--- src/hdl/hsm_pkg.sv ---
// Package for the hotkey sequence matcher: field widths, command and register codes,
// the controller state type and the command and status structs.
// Depends on nothing; used by every module of the block.
`default_nettype none
package hsm_pkg;
    localparam int KEY_W   = 10;
    localparam int ST_W    = 2;
    localparam int EV_W    = KEY_W + ST_W;
    localparam int LEN_W   = 5;
    localparam int STEP_W  = 5;
    localparam int FIRE_W  = 4;
    localparam int SIDX_W  = 4;
    localparam int CMD_W   = 2;

    localparam logic [CMD_W-1:0] CMD_KEY = 2'd0;
    localparam logic [CMD_W-1:0] CMD_PAT = 2'd1;
    localparam logic [CMD_W-1:0] CMD_LEN = 2'd2;

    localparam logic [ST_W-1:0] ST_RELEASE = 2'd0;
    localparam logic [ST_W-1:0] ST_PRESS   = 2'd1;

    localparam logic REG_TRIGGER = 1'b0;
    localparam logic REG_ESCAPE  = 1'b1;

    localparam logic [KEY_W-1:0] TRIGGER_RESET = 10'd100;
    localparam logic [KEY_W-1:0] ESCAPE_RESET  = 10'd1;
    localparam logic [STEP_W-1:0] STEP_MAX     = 5'd31;

    typedef enum logic [3:0] {
        S_IDLE, S_EXEC, S_RP_OUTER, S_RP_INNER, S_TRIG,
        S_M_SEQ, S_M_RD, S_M_CMP, S_M_FIN, S_EMIT, S_FINAL
    } state_t;

    typedef struct packed {
        logic load;
        logic exec;
        logic m_start;
        logic rp_clear;
        logic rp_outer_step;
        logic rp_load_j;
        logic rp_inner_step;
        logic rp_inner_end;
        logic tr_check;
        logic m_skip;
        logic m_seq_begin;
        logic m_seq_end;
        logic m_cmp;
        logic m_finish;
        logic s_next;
        logic out_fire;
        logic out_final;
    } cmd_t;

    typedef struct packed {
        logic is_event;
        logic menu_on;
        logic j_done;
        logic j_rel;
        logic rp_i_done;
        logic m_i_done;
        logic s_done;
        logic seq_imposs;
        logic fire_here;
        logic out_free;
    } status_t;
endpackage
`default_nettype wire

--- src/hdl/hotkey_sequence_matcher.sv ---
// Top level of the hotkey sequence matcher: stream ports, register port and wiring
// of the controller (hsm_ctrl) and datapath (hsm_datapath). Uses hsm_pkg.
//
// The block takes one transaction at a time. A pattern or length write passes through the
// IDLE, EXEC and FINAL states. A key event with the menu closed replays the history to
// check that all keys are released. With the menu open it instead walks the sequences
// through the pattern memory, comparing stored events with pattern steps, then steps
// through the sequences to report fired indexes.
// Each fired sequence gives one result transaction, followed by a final one with tlast set.
`default_nettype none
module hotkey_sequence_matcher #(
    parameter int WINDOW    = 30,
    parameter int MAX_SEQ   = 16,
    parameter int MAX_LEN   = 16,
    parameter int KEY_CODES = 768
) (
    input  wire logic        clk,
    input  wire logic        rst_n,
    input  wire logic        s_tvalid,
    output logic             s_tready,
    // Fields from bit 0: command[1:0], key_code[11:2], key_state[13:12],
    // seq_index[17:14], step_index[21:18], seq_length[26:22], zero fill.
    input  wire logic [31:0] s_tdata,
    output logic             m_tvalid,
    input  wire logic        m_tready,
    // Fields from bit 0: fire[0], fire_index[4:1], consume[5], menu_active[6], zero fill.
    output logic [7:0]       m_tdata,
    output logic             m_tlast,
    input  wire logic        psel,
    input  wire logic        penable,
    input  wire logic        pwrite,
    input  wire logic [2:0]  paddr,
    input  wire logic [31:0] pwdata,
    output logic [31:0]      prdata,
    output logic             pready
);
    hsm_pkg::cmd_t    cmd;
    hsm_pkg::status_t status;
    logic [hsm_pkg::KEY_W-1:0]  trigger_key, escape_key;
    logic                       fire, consume, menu_active;
    logic [hsm_pkg::FIRE_W-1:0] fire_index;

    assign pready = 1'b1;
    assign prdata = (paddr[2] == hsm_pkg::REG_ESCAPE) ? {22'b0, escape_key}
                                                     : {22'b0, trigger_key};

    hsm_ctrl u_ctrl (
        .clk      (clk),
        .rst_n    (rst_n),
        .in_valid (s_tvalid),
        .in_ready (s_tready),
        .status   (status),
        .cmd      (cmd)
    );

    hsm_datapath #(
        .WINDOW    (WINDOW),
        .MAX_SEQ   (MAX_SEQ),
        .MAX_LEN   (MAX_LEN),
        .KEY_CODES (KEY_CODES)
    ) u_datapath (
        .clk             (clk),
        .rst_n           (rst_n),
        .cmd             (cmd),
        .status          (status),
        .in_command      (s_tdata[1:0]),
        .in_key_code     (s_tdata[11:2]),
        .in_key_state    (s_tdata[13:12]),
        .in_seq_index    (s_tdata[17:14]),
        .in_step_index   (s_tdata[21:18]),
        .in_seq_length   (s_tdata[26:22]),
        .cfg_we          (psel && penable && pwrite),
        .cfg_sel         (paddr[2]),
        .cfg_wdata       (pwdata[9:0]),
        .trigger_key     (trigger_key),
        .escape_key      (escape_key),
        .out_valid       (m_tvalid),
        .out_ready       (m_tready),
        .out_fire        (fire),
        .out_fire_index  (fire_index),
        .out_consume     (consume),
        .out_menu_active (menu_active),
        .out_last        (m_tlast)
    );

    assign m_tdata = {1'b0, menu_active, consume, fire_index, fire};
endmodule
`default_nettype wire

--- src/hdl/hsm_ctrl.sv ---
// Controller state machine of the hotkey sequence matcher.
// Depends on hsm_pkg; drives the datapath through command and status structs.
`default_nettype none
module hsm_ctrl (
    input  wire logic           clk,
    input  wire logic           rst_n,
    input  wire logic           in_valid,
    output logic                in_ready,
    input  hsm_pkg::status_t    status,
    output hsm_pkg::cmd_t       cmd
);
    hsm_pkg::state_t state_reg, state_next;

    always_ff @(posedge clk or negedge rst_n)
    begin
        if (!rst_n)
        begin
            state_reg <= hsm_pkg::S_IDLE;
        end
        else
        begin
            state_reg <= state_next;
        end
    end

    always_comb
    begin
        state_next = state_reg;
        cmd = '0;
        in_ready = 1'b0;
        unique case (state_reg)
            hsm_pkg::S_IDLE:
            begin
                in_ready = 1'b1;
                if (in_valid)
                begin
                    cmd.load = 1'b1;
                    state_next = hsm_pkg::S_EXEC;
                end
            end
            hsm_pkg::S_EXEC:
            begin
                cmd.exec = 1'b1;
                if (!status.is_event)
                begin
                    state_next = hsm_pkg::S_FINAL;
                end
                else if (status.menu_on)
                begin
                    cmd.m_start = 1'b1;
                    state_next = hsm_pkg::S_M_SEQ;
                end
                else
                begin
                    cmd.rp_clear = 1'b1;
                    state_next = hsm_pkg::S_RP_OUTER;
                end
            end
            hsm_pkg::S_RP_OUTER:
            begin
                priority if (status.j_done)
                begin
                    state_next = hsm_pkg::S_TRIG;
                end
                else if (status.j_rel)
                begin
                    cmd.rp_load_j = 1'b1;
                    state_next = hsm_pkg::S_RP_INNER;
                end
                else
                begin
                    cmd.rp_outer_step = 1'b1;
                end
            end
            hsm_pkg::S_RP_INNER:
            begin
                if (status.rp_i_done)
                begin
                    cmd.rp_inner_end = 1'b1;
                    state_next = hsm_pkg::S_RP_OUTER;
                end
                else
                begin
                    cmd.rp_inner_step = 1'b1;
                end
            end
            hsm_pkg::S_TRIG:
            begin
                cmd.tr_check = 1'b1;
                state_next = hsm_pkg::S_FINAL;
            end
            hsm_pkg::S_M_SEQ:
            begin
                priority if (status.s_done)
                begin
                    state_next = hsm_pkg::S_M_FIN;
                end
                else if (status.seq_imposs)
                begin
                    cmd.m_skip = 1'b1;
                end
                else
                begin
                    cmd.m_seq_begin = 1'b1;
                    state_next = hsm_pkg::S_M_RD;
                end
            end
            hsm_pkg::S_M_RD:
            begin
                if (status.m_i_done)
                begin
                    cmd.m_seq_end = 1'b1;
                    state_next = hsm_pkg::S_M_SEQ;
                end
                else
                begin
                    state_next = hsm_pkg::S_M_CMP;
                end
            end
            hsm_pkg::S_M_CMP:
            begin
                cmd.m_cmp = 1'b1;
                state_next = hsm_pkg::S_M_RD;
            end
            hsm_pkg::S_M_FIN:
            begin
                cmd.m_finish = 1'b1;
                state_next = hsm_pkg::S_EMIT;
            end
            hsm_pkg::S_EMIT:
            begin
                priority if (status.s_done)
                begin
                    state_next = hsm_pkg::S_FINAL;
                end
                else if (!status.fire_here)
                begin
                    cmd.s_next = 1'b1;
                end
                else if (status.out_free)
                begin
                    cmd.out_fire = 1'b1;
                    cmd.s_next = 1'b1;
                end
                else
                begin
                    cmd.s_next = 1'b0;
                end
            end
            hsm_pkg::S_FINAL:
            begin
                if (status.out_free)
                begin
                    cmd.out_final = 1'b1;
                    state_next = hsm_pkg::S_IDLE;
                end
            end
            default:
            begin
                state_next = hsm_pkg::S_IDLE;
            end
        endcase
    end
endmodule
`default_nettype wire

--- src/hdl/hsm_datapath.sv ---
// Datapath of the hotkey sequence matcher: event history, balance replay counters,
// pattern memory, sequence lengths, match counters and the output register. Uses hsm_pkg.
`default_nettype none
module hsm_datapath #(
    parameter int WINDOW    = 30,
    parameter int MAX_SEQ   = 16,
    parameter int MAX_LEN   = 16,
    parameter int KEY_CODES = 768
) (
    input  wire logic                        clk,
    input  wire logic                        rst_n,
    input  hsm_pkg::cmd_t                    cmd,
    output hsm_pkg::status_t                 status,
    input  wire logic [hsm_pkg::CMD_W-1:0]   in_command,
    input  wire logic [hsm_pkg::KEY_W-1:0]   in_key_code,
    input  wire logic [hsm_pkg::ST_W-1:0]    in_key_state,
    input  wire logic [hsm_pkg::SIDX_W-1:0]  in_seq_index,
    input  wire logic [hsm_pkg::SIDX_W-1:0]  in_step_index,
    input  wire logic [hsm_pkg::LEN_W-1:0]   in_seq_length,
    input  wire logic                        cfg_we,
    input  wire logic                        cfg_sel,
    input  wire logic [hsm_pkg::KEY_W-1:0]   cfg_wdata,
    output logic [hsm_pkg::KEY_W-1:0]        trigger_key,
    output logic [hsm_pkg::KEY_W-1:0]        escape_key,
    output logic                             out_valid,
    input  wire logic                        out_ready,
    output logic                             out_fire,
    output logic [hsm_pkg::FIRE_W-1:0]       out_fire_index,
    output logic                             out_consume,
    output logic                             out_menu_active,
    output logic                             out_last
);
    localparam int CW  = $clog2(WINDOW + 1);
    localparam int HW  = $clog2(WINDOW);
    localparam int IW  = (CW > hsm_pkg::STEP_W) ? CW : hsm_pkg::STEP_W;
    localparam int SW  = $clog2(MAX_SEQ + 1);
    localparam int SIW = (MAX_SEQ > 1) ? $clog2(MAX_SEQ) : 1;
    localparam int DEPTH = MAX_SEQ * MAX_LEN;
    localparam int AW  = (DEPTH > 1) ? $clog2(DEPTH) : 1;

    logic [hsm_pkg::EV_W-1:0]   hist_reg [WINDOW];
    logic [CW-1:0]              fill_reg;
    logic [IW-1:0]              j_reg, i_reg;
    logic [CW-1:0]              cnt_reg, open_reg;
    logic [hsm_pkg::KEY_W-1:0]  jkey_reg;
    logic [SW-1:0]              s_reg;
    logic                       poss_reg, any_reg, fired_reg;
    logic [MAX_SEQ-1:0]         fire_reg;
    logic [hsm_pkg::CMD_W-1:0]  cmd_reg;
    logic [hsm_pkg::KEY_W-1:0]  key_reg;
    logic [hsm_pkg::ST_W-1:0]   st_reg;
    logic [hsm_pkg::SIDX_W-1:0] si_reg, pi_reg;
    logic [hsm_pkg::LEN_W-1:0]  slen_reg;
    logic                       menu_reg, consume_reg;
    logic [hsm_pkg::STEP_W-1:0] steps_reg;
    logic [hsm_pkg::EV_W-1:0]   prev_ev_reg, cur_ev_reg;
    logic [hsm_pkg::KEY_W-1:0]  trig_reg, esc_reg;
    logic [hsm_pkg::LEN_W-1:0]  len_reg [MAX_SEQ];
    logic [hsm_pkg::EV_W-1:0]   pat_mem [DEPTH];
    logic [hsm_pkg::EV_W-1:0]   pat_rd_reg, hist_rd_reg;
    logic                       out_valid_reg, out_fire_reg, out_cons_reg;
    logic                       out_menu_reg, out_last_reg;
    logic [hsm_pkg::FIRE_W-1:0] out_idx_reg;

    logic [SIW-1:0]             s_idx;
    logic [hsm_pkg::EV_W-1:0]   ev_new, hist_j, hist_i;
    logic [hsm_pkg::KEY_W-1:0]  hi_key, hj_key;
    logic [hsm_pkg::ST_W-1:0]   hi_st, hj_st;
    logic                       hj_valid;
    logic [hsm_pkg::LEN_W-1:0]  cur_len;
    logic [IW:0]                base_sum;
    logic [AW-1:0]              rd_addr, wr_addr;
    logic                       out_free;

    assign s_idx    = s_reg[SIW-1:0];
    assign ev_new   = {key_reg, st_reg};
    assign hist_j   = hist_reg[j_reg[HW-1:0]];
    assign hist_i   = hist_reg[i_reg[HW-1:0]];
    assign hj_key   = hist_j[hsm_pkg::EV_W-1:hsm_pkg::ST_W];
    assign hj_st    = hist_j[hsm_pkg::ST_W-1:0];
    assign hi_key   = hist_i[hsm_pkg::EV_W-1:hsm_pkg::ST_W];
    assign hi_st    = hist_i[hsm_pkg::ST_W-1:0];
    assign hj_valid = int'(hj_key) < KEY_CODES;
    assign cur_len  = len_reg[s_idx];
    assign base_sum = (IW + 1)'(fill_reg) - (IW + 1)'(steps_reg) + (IW + 1)'(i_reg);
    assign rd_addr  = AW'(int'(s_idx) * MAX_LEN + int'(i_reg));
    assign wr_addr  = AW'(int'(si_reg) * MAX_LEN + int'(pi_reg));
    assign out_free = !out_valid_reg || out_ready;

    always_comb
    begin
        status.is_event   = cmd_reg == hsm_pkg::CMD_KEY;
        status.menu_on    = menu_reg;
        status.j_done     = j_reg == IW'(fill_reg);
        status.j_rel      = hj_valid && hj_st == hsm_pkg::ST_RELEASE;
        status.rp_i_done  = i_reg == j_reg;
        status.m_i_done   = i_reg == IW'(steps_reg);
        status.s_done     = s_reg == SW'(MAX_SEQ);
        status.seq_imposs = (steps_reg > hsm_pkg::STEP_W'(cur_len))
                         || (IW'(steps_reg) > IW'(fill_reg));
        status.fire_here  = fire_reg[s_idx];
        status.out_free   = out_free;
    end

    always_ff @(posedge clk)
    begin
        if (cmd.exec && cmd_reg == hsm_pkg::CMD_PAT
            && int'(si_reg) < MAX_SEQ && int'(pi_reg) < MAX_LEN)
        begin
            pat_mem[wr_addr] <= ev_new;
        end
        pat_rd_reg  <= pat_mem[rd_addr];
        hist_rd_reg <= hist_reg[base_sum[HW-1:0]];
        if (cmd.exec && cmd_reg == hsm_pkg::CMD_KEY)
        begin
            if (fill_reg < CW'(WINDOW))
            begin
                hist_reg[fill_reg[HW-1:0]] <= ev_new;
            end
            else
            begin
                for (int k = 0; k < WINDOW - 1; k++)
                begin
                    hist_reg[k] <= hist_reg[k + 1];
                end
                hist_reg[WINDOW - 1] <= ev_new;
            end
        end
        if (cmd.load)
        begin
            cmd_reg  <= in_command;
            key_reg  <= in_key_code;
            st_reg   <= in_key_state;
            si_reg   <= in_seq_index;
            pi_reg   <= in_step_index;
            slen_reg <= in_seq_length;
        end
        if (cmd.rp_load_j)
        begin
            jkey_reg <= hj_key;
        end
    end

    always_ff @(posedge clk or negedge rst_n)
    begin
        if (!rst_n)
        begin
            fill_reg      <= '0;
            j_reg         <= '0;
            i_reg         <= '0;
            cnt_reg       <= '0;
            open_reg      <= '0;
            s_reg         <= '0;
            poss_reg      <= 1'b0;
            any_reg       <= 1'b0;
            fired_reg     <= 1'b0;
            fire_reg      <= '0;
            menu_reg      <= 1'b0;
            consume_reg   <= 1'b0;
            steps_reg     <= '0;
            prev_ev_reg   <= '0;
            cur_ev_reg    <= '0;
            trig_reg      <= hsm_pkg::TRIGGER_RESET;
            esc_reg       <= hsm_pkg::ESCAPE_RESET;
            out_valid_reg <= 1'b0;
            out_fire_reg  <= 1'b0;
            out_idx_reg   <= '0;
            out_cons_reg  <= 1'b0;
            out_menu_reg  <= 1'b0;
            out_last_reg  <= 1'b0;
            for (int k = 0; k < MAX_SEQ; k++)
            begin
                len_reg[k] <= '0;
            end
        end
        else
        begin
            if (cfg_we)
            begin
                if (cfg_sel == hsm_pkg::REG_TRIGGER)
                begin
                    trig_reg <= cfg_wdata;
                end
                else
                begin
                    esc_reg <= cfg_wdata;
                end
            end
            if (cmd.exec)
            begin
                consume_reg <= cmd_reg == hsm_pkg::CMD_KEY && menu_reg && key_reg != esc_reg;
                if (cmd_reg == hsm_pkg::CMD_LEN && int'(si_reg) < MAX_SEQ)
                begin
                    len_reg[si_reg[SIW-1:0]] <= (int'(slen_reg) > MAX_LEN)
                                              ? hsm_pkg::LEN_W'(MAX_LEN) : slen_reg;
                end
                if (cmd_reg == hsm_pkg::CMD_KEY)
                begin
                    prev_ev_reg <= cur_ev_reg;
                    cur_ev_reg  <= ev_new;
                    if (fill_reg < CW'(WINDOW))
                    begin
                        fill_reg <= fill_reg + 1'b1;
                    end
                end
            end
            if (cmd.m_start)
            begin
                s_reg     <= '0;
                any_reg   <= 1'b0;
                fired_reg <= 1'b0;
                fire_reg  <= '0;
                if (steps_reg != hsm_pkg::STEP_MAX)
                begin
                    steps_reg <= steps_reg + 1'b1;
                end
            end
            if (cmd.rp_clear)
            begin
                j_reg    <= '0;
                open_reg <= '0;
            end
            if (cmd.rp_outer_step)
            begin
                j_reg <= j_reg + 1'b1;
                if (hj_valid && hj_st == hsm_pkg::ST_PRESS)
                begin
                    open_reg <= open_reg + 1'b1;
                end
            end
            if (cmd.rp_load_j)
            begin
                i_reg   <= '0;
                cnt_reg <= '0;
            end
            if (cmd.rp_inner_step)
            begin
                i_reg <= i_reg + 1'b1;
                if (hi_key == jkey_reg)
                begin
                    if (hi_st == hsm_pkg::ST_PRESS)
                    begin
                        cnt_reg <= cnt_reg + 1'b1;
                    end
                    else if (hi_st == hsm_pkg::ST_RELEASE && cnt_reg != '0)
                    begin
                        cnt_reg <= cnt_reg - 1'b1;
                    end
                end
            end
            if (cmd.rp_inner_end)
            begin
                j_reg <= j_reg + 1'b1;
                if (cnt_reg != '0)
                begin
                    open_reg <= open_reg - 1'b1;
                end
            end
            if (cmd.tr_check)
            begin
                if (fill_reg >= CW'(2) && open_reg == '0
                    && prev_ev_reg == {trig_reg, hsm_pkg::ST_PRESS}
                    && cur_ev_reg == {trig_reg, hsm_pkg::ST_RELEASE})
                begin
                    menu_reg  <= 1'b1;
                    steps_reg <= '0;
                end
            end
            if (cmd.m_skip || cmd.s_next)
            begin
                s_reg <= s_reg + 1'b1;
            end
            if (cmd.m_seq_begin)
            begin
                i_reg    <= '0;
                poss_reg <= 1'b1;
            end
            if (cmd.m_cmp)
            begin
                i_reg <= i_reg + 1'b1;
                if (hist_rd_reg != pat_rd_reg)
                begin
                    poss_reg <= 1'b0;
                end
            end
            if (cmd.m_seq_end)
            begin
                s_reg <= s_reg + 1'b1;
                if (poss_reg)
                begin
                    any_reg <= 1'b1;
                    if (hsm_pkg::STEP_W'(cur_len) == steps_reg)
                    begin
                        fire_reg[s_idx] <= 1'b1;
                        fired_reg       <= 1'b1;
                    end
                end
            end
            if (cmd.m_finish)
            begin
                s_reg <= '0;
                if (!any_reg || fired_reg)
                begin
                    fill_reg <= '0;
                    menu_reg <= 1'b0;
                end
            end
            if (cmd.out_fire || cmd.out_final)
            begin
                out_valid_reg <= 1'b1;
                out_fire_reg  <= cmd.out_fire;
                out_idx_reg   <= cmd.out_fire ? hsm_pkg::FIRE_W'(s_reg) : '0;
                out_cons_reg  <= consume_reg;
                out_menu_reg  <= menu_reg;
                out_last_reg  <= cmd.out_final;
            end
            else if (out_ready)
            begin
                out_valid_reg <= 1'b0;
            end
        end
    end

    assign trigger_key     = trig_reg;
    assign escape_key      = esc_reg;
    assign out_valid       = out_valid_reg;
    assign out_fire        = out_fire_reg;
    assign out_fire_index  = out_idx_reg;
    assign out_consume     = out_cons_reg;
    assign out_menu_active = out_menu_reg;
    assign out_last        = out_last_reg;
endmodule
`default_nettype wire
--- config.mk ---
export PLATFORM = sky130hd
export DESIGN_NAME = hotkey_sequence_matcher
export DESIGN_NICKNAME = d
export VERILOG_FILES = /design/src/hdl/hsm_pkg.sv /design/src/hdl/hotkey_sequence_matcher.sv /design/src/hdl/hsm_ctrl.sv /design/src/hdl/hsm_datapath.sv
export SDC_FILE = /design/constraint.sdc
export NUM_CORES = 2
export LEC_CHECK = 0
export BUFFER_PORTS_ARGS = -buffer_cell sky130_fd_sc_hd__buf_2
export CAP_MARGIN = 20
export CORE_MARGIN = 2
export CORE_UTILIZATION = 48
export CTS_CLUSTER_DIAMETER = 120
export DETAILED_ROUTE_END_ITERATION = 6
export GPL_TIMING_DRIVEN = 0
export PLACE_DENSITY = 0.73
export SLEW_MARGIN = 10
export SYNTH_ARGS = -nofsm -noshare
export SYNTH_HDL_FRONTEND = slang
export SYNTH_SLANG_ARGS = --single-unit
--- constraint.sdc ---
create_clock -name clk -period 4.9 [get_ports clk]
set_input_delay 0.98 -clock clk [delete_from_list [all_inputs] [get_ports clk]]
set_output_delay 0.98 -clock clk [all_outputs]
set_load 0.01 [all_outputs]
# After elaboration in Yosys (flattened, before gate mapping)
# Memory sizes are Yosys's and may differ from the RTL's. A register that Yosys moved wholly into a read port is not among the register bits.
# Cells that the tools add are included.
dict set report op_classes {
  n_addsub 13
  magnitude_cmp 11
  eq_ne 31
  muxes 115
  bitwise 4
  n_reduce_logical 37
}
# op count
set ops {}
lappend ops {{$mux W5} 35}
lappend ops {{$bwmux W80} 1}
lappend ops {{$mux W16} 4}
lappend ops {{$mux W1} 47}
lappend ops {{$pmux W4 S11} 1}
lappend ops {{$mux W4} 10}
lappend ops {{$add A5 B1 Y5 const B} 7}
lappend ops {{$eq A12 B12 Y1} 2}
lappend ops {{$bmux W5 S4} 1}
lappend ops {{$demux W5 S4} 1}
lappend ops {{$eq A5 B5 Y1} 4}
lappend ops {{$mux W2} 9}
lappend ops {{$eq A4 B3 Y1 const B} 4}
lappend ops {{$or A16 B16 Y16} 1}
lappend ops {{$logic_and A1 B1 Y1} 14}
lappend ops {{$eq A4 B4 Y1 const B} 3}
lappend ops {{$mux W12} 1}
lappend ops {{$ne A12 B12 Y1} 1}
lappend ops {{$reduce_or A12 Y1} 1}
lappend ops {{$eq A10 B10 Y1} 1}
lappend ops {{$ge A5 B5 Y1 const B} 2}
lappend ops {{$gt A5 B5 Y1} 2}
lappend ops {{$lt A10 B10 Y1 const B} 1}
lappend ops {{$mux W10} 1}
lappend ops {{37 further kinds} 57}
dict set report totals {
  ff_bits 230
  ramBits 3432
  in_bits 74
  output_inout_bits 44
  word_cells 260
  memories 2
}
# name depth width rd rd_clocked_by_memory_dff write_ports line
set mem_list {}
lappend mem_list {u_datapath.pat_mem 256 12 1 1 1 hsm_datapath.sv:59} ;# logic [hsm_pkg::EV_W-1:0] pat_mem [DEPTH];
lappend mem_list {u_datapath.hist_reg 30 12 32 1 30 hsm_datapath.sv:41} ;# logic [hsm_pkg::EV_W-1:0] hist_reg [WINDOW];

# Longest topological paths before layout
dict set report logic_depth {
  depth_word 13
  depth_mapped 15
  depth_no_buf 12
}

# Hierarchy
# A second synthesis with hierarchy kept.
dict set report hier_totals {
  cells_unflattened 7347
  hier_area_um2 154177.9
}
# module n_inst cells_each area_each_um2 seq_area_each_um2
set by_module_without_submodules {}
lappend by_module_without_submodules {hsm_datapath 1 7229 153213.2 110105.6}
lappend by_module_without_submodules {hsm_ctrl 1 77 586.8 100.1}
lappend by_module_without_submodules {hotkey_sequence_matcher 1 41 377.9 0.0}

# Worst setup path before layout
# Ideal clock, no wire load.
dict set report synth_timing {
  path_type {register to register}
  startpoint {register u_datapath.key_reg[8] in the netlist's numbering}
  endpoint {memory u_datapath.hist_reg[0][10] in the netlist's numbering (data pin)}
  setup_time_ns 0.130
  arrival_time_ns 4.377
  required_ns 4.770
  slack_ns 0.393
  stages_incl_launch_ff 5
  path_buffers 2
  synth_period_minus_slack_ns 4.507
  cell_sequence {edfxtp_1 > nor2b_1 > clkbuf_1 > clkbuf_1 > a21o_1}
}
# item line
set synth_rtl {}
lappend synth_rtl {{start: declaration} hsm_datapath.sv:50} ;# logic [hsm_pkg::KEY_W-1:0] key_reg;
lappend synth_rtl {{start signal: assignment} hsm_datapath.sv:132} ;# key_reg <= in_key_code;
lappend synth_rtl {{end: declaration} hsm_datapath.sv:41}

# Worst setup path in the final report
dict set report layout_timing {
  startpoint {register u_datapath.i_reg[2]}
  endpoint {register u_datapath.pat_rd_reg[5] in the netlist's numbering (read register of u_datapath.pat_mem)}
}
dict set report layout_between {
  elab_chain_len 1
}
# item line
set layout_rtl {}
lappend layout_rtl {{start: declaration} hsm_datapath.sv:43} ;# logic [IW-1:0] j_reg, i_reg;
lappend layout_rtl {{start signal: assignment} hsm_datapath.sv:238} ;# i_reg <= i_reg + 1'b1;
lappend layout_rtl {{start signal: assignment} hsm_datapath.sv:280} ;# i_reg <= i_reg + 1'b1;
lappend layout_rtl {{$add A8 B5 Y8} hsm_datapath.sv:86} ;# assign rd_addr = AW'(int'(s_idx) * MAX_LEN + int'(i_reg));
lappend layout_rtl {{end: declaration} hsm_datapath.sv:60} ;# logic [hsm_pkg::EV_W-1:0] pat_rd_reg, hist_rd_reg;
# Every way passes these cells.
# A chain may end at the register's enable or synchronous reset.

==> out/results.ini <==
[power]
vdd_drop_max_uv=353
p_int_mw=66.7
power_frac_seq=0.369
power_frac_clock=0.285
switching_power_mw=33.1
power_density_nw_per_um2=559
p_leak_nw=58.7
p_sw_frac=0.332
p_total_mw=99.8
pwr-share-comb=0.346

[sta]
rsz0062_at_grt=no
maxSlewHeadroom=0.167
fin_skew_ns=0.0879
layout_min_cycle_time_ns=5.03
drv_slew=0
worst_slack_ns=-0.130
worst_pin_slew_ns=1.25
period_share=1.03
finalSetupViolations=22
fmax_mhz=199
hold_viol=0

[global_routing]
grt_pass1_wl_mm=644
antenna_found_initial=31
grt-ovfl-total=0
track_usage=0.283
grt_pass1_vias=82938
grt_max_degree=121

[outcome]
violations=DRC, setup timing
status=complete, but fails checks

[placed_design]
dpl.cell_count=11846
place.gp.congestion=1.04
place_area_um2=165000
pre_cts_slack_ns=-2.94
portBuffers=64
dp_hpwl_mm=324

[synth]
ys_types=73
ys_async_sr_fraction=0.0520
ys.warnings.count=0
synth_edf_count=3493
syn_avg_cell_area_um2=21.2
synth_area_leaders=edfxtp_1 (68%), mux4_2 (20%), dfrtp_1 (3.1%)
ys.flop_type=edfxtp_1
synth_common_cells=edfxtp_1 (3493), mux4_2 (1367), a21o_1 (354), clkbuf_1 (311), nor2_1 (291)
ys_ff_latch=3710
synth_most_common_cell=edfxtp_1
synthCells=7265
netlist_area_um2=154000
synth_top_area_frac=0.682
seq_area_frac_synth=0.717
yosysTopAreaCell=edfxtp_1

[setup_path]
critPathMaxStageDelay_ns=0.68
cp.arrival_ns=5.83
path_class=reg2reg
reg2reg_depth=8
crit_top_cell=mux4_2
cp-start-kind=register
critPathCaptureType=register
r2r-end=u_datapath.pat_rd_reg[5]
cp_data_required_time_ns=5.70
path_max_fanout=10
worstReg2RegStart=u_datapath.i_reg[2]
worst_path_max_delay_cell=clkdlybuf4s15_2
rrSetupSlack_ns=-0.13
crit_chain=clkbuf_2 > buf_2 > clkdlybuf4s15_2 > clkbuf_4 > clkbuf_1 > mux4_2 > mux4_2 > mux4_2

[clocking]
htreeDepth=5
cts_buffers=375
cts.clk_slew.worst_paths_ns=0.06
clock_path_buffers=4
cts_sinks=3710
cts_setup_buffers=0
tritoncts=done
clockRootBuffer=clkbuf_16
clock_latency_ns=0.97

[final_layout]
fin_area_um2=179000
area_delta_synth_final_pct=16.2
drive_gt1_frac=0.337
utilization=0.561
largest_reg_flops=3072
final_cells=12694
fin_nets=8283

[hold_path]
hp-class=in2reg
hold-path-endpoint=u_datapath.si_reg[0]
min_from=s_tdata[14]
holdPathStages=1

[route]
antenna_left=0
drcViolationCount=2
vias=85275
drtIter0Drc=14923
viasPerCell=6.72
routed_wl_mm=464
wire_per_inst_um=36.6
drt-pass1-iter-count=7

[die]
fp-row-count=207
design.core.area_um2=318000
dieArea_um2=325000
fp.dieH_um=570
fp.dieW_um=570
ios=118
initial_utilization=0.483

[job]
max_cap_violations=0

## kinds of logic (layout without fill, tap and decap cells)
logic type,count (synthesis),count (layout),share of synthesized area
buffers and inverters,548,1747,0.0154
other,2,52,0.0000489
AO/OA/AOI/OAI,598,598,0.0272
multiplexers,1517,1517,0.211
adder cells (fa/ha/maj),39,39,0.00337
flip-flops,3710,3710,0.717
XOR/XNOR,59,59,0.00336
AND/OR/NAND/NOR,792,792,0.0228
## cell type report
class / instances / area, um^2
buffer: 501 / 2360
inverter: 41 / 159
fill: 22514 / 140000
clock inverter: 226 / 2190
multi-input combinational: 3029 / 41600
sequential: 3710 / 110000
clock buffer: 467 / 9910
tap: 4180 / 5230
timing repair buffer: 512 / 6820
antenna: 28 / 70.1
## per-stage QoR
stage	setup TNS, ns	hold WS [ns]
finish	-1.04	0.206
global route	0	0.195
CTS	0	0.160
detailed placement	-189.97	0.466
global placement	-	0.457
floorplan	0	0.445
## timing repair
| action | CTS | global route |
|---|---|---|
| pin swaps | 0 | 0 |
| hold buffers | 1 | 0 |
| setup endpoints to repair | 992 | 206 |
| resized for setup | 72 | 34 |
| hold endpoints to repair | 3 | 0 |
## layout by cell type, fill, tap and decap left out, drive strengths merged, types with 11 or more instances in the layout
master | synthesis | final
dfrtp | 189 | 189
nand3 | 58 | 58
nand2 | 256 | 256
buf | 196 | 701
mux2i | 57 | 57
and2 | 11 | 11
nand4 | 13 | 13
a21o | 354 | 354
or3 | 11 | 11
ha | 35 | 35
conb | 2 | 24
xor2 | 14 | 14
a22oi | 19 | 19
clkbuf | 311 | 774
mux4 | 1367 | 1367
clkinvlp | 0 | 19
nand2b | 16 | 16
nor2 | 291 | 291
bufinv | 0 | 28
dfxtp | 24 | 24
nor2b | 45 | 45
xnor2 | 45 | 45
mux2 | 93 | 93
o21ai | 88 | 88
inv | 40 | 56
clkinv | 1 | 164
a21oi | 58 | 58
a32o | 12 | 12
nor3 | 47 | 47
edfxtp | 3493 | 3493
and3 | 11 | 11
diode | 0 | 28
## per-layer routing
metal | wire length (um) | vias up | track usage | part of all wire
li1 | - | 32341 | - | -
met1 | 162000 | 44854 | 0.381 | 0.35
met2 | 212000 | 6898 | 0.427 | 0.46
met3 | 62600 | 1166 | 0.0811 | 0.13
met4 | 27100 | 16 | 0.140 | 0.058
met5 | 98 | - | 0 | 0.00021
## power groups by stage
stage	clock [mW]	sequential [mW]	combinational, mW
2_1_floorplan	0	38.1	18.8
3_3_place_gp	0	39.4	30.0
3_5_place_dp	0	37.4	33.1
4_1_cts	28.5	36.8	33.5
5_1_grt	29.8	36.8	35.0
6_report	28.4	36.8	34.5
## critical path, delay by kind of cell, from the launching register on
| family | cells | cell delay, ns |
|---|---|---|
| mux | 3 | 1.69 |
| flops | 1 | 0.35 |
| buf+inv | 5 | 2.80 |
## worst max-delay path by stage
stage	slack [ns]	depth (start not counted)	startpoint	end
2_1_floorplan	0.39	4	u_datapath.key_reg[8]	u_datapath.hist_reg[0][10]
3_3_place_gp	-4.08	4	u_datapath.key_reg[5]	u_datapath.hist_reg[8][7]
3_5_place_dp	-2.94	13	u_datapath.i_reg[1]	u_datapath.hist_rd_reg[8]
4_1_cts	0.006	8	u_datapath.i_reg[2]	u_datapath.pat_rd_reg[4]
5_1_grt	0.001	14	u_datapath.i_reg[0]	u_datapath.cnt_reg[2]
6_report	-0.13	8	u_datapath.i_reg[2]	u_datapath.pat_rd_reg[5]
No activity file was read; power rests on OpenSTA's default activity.
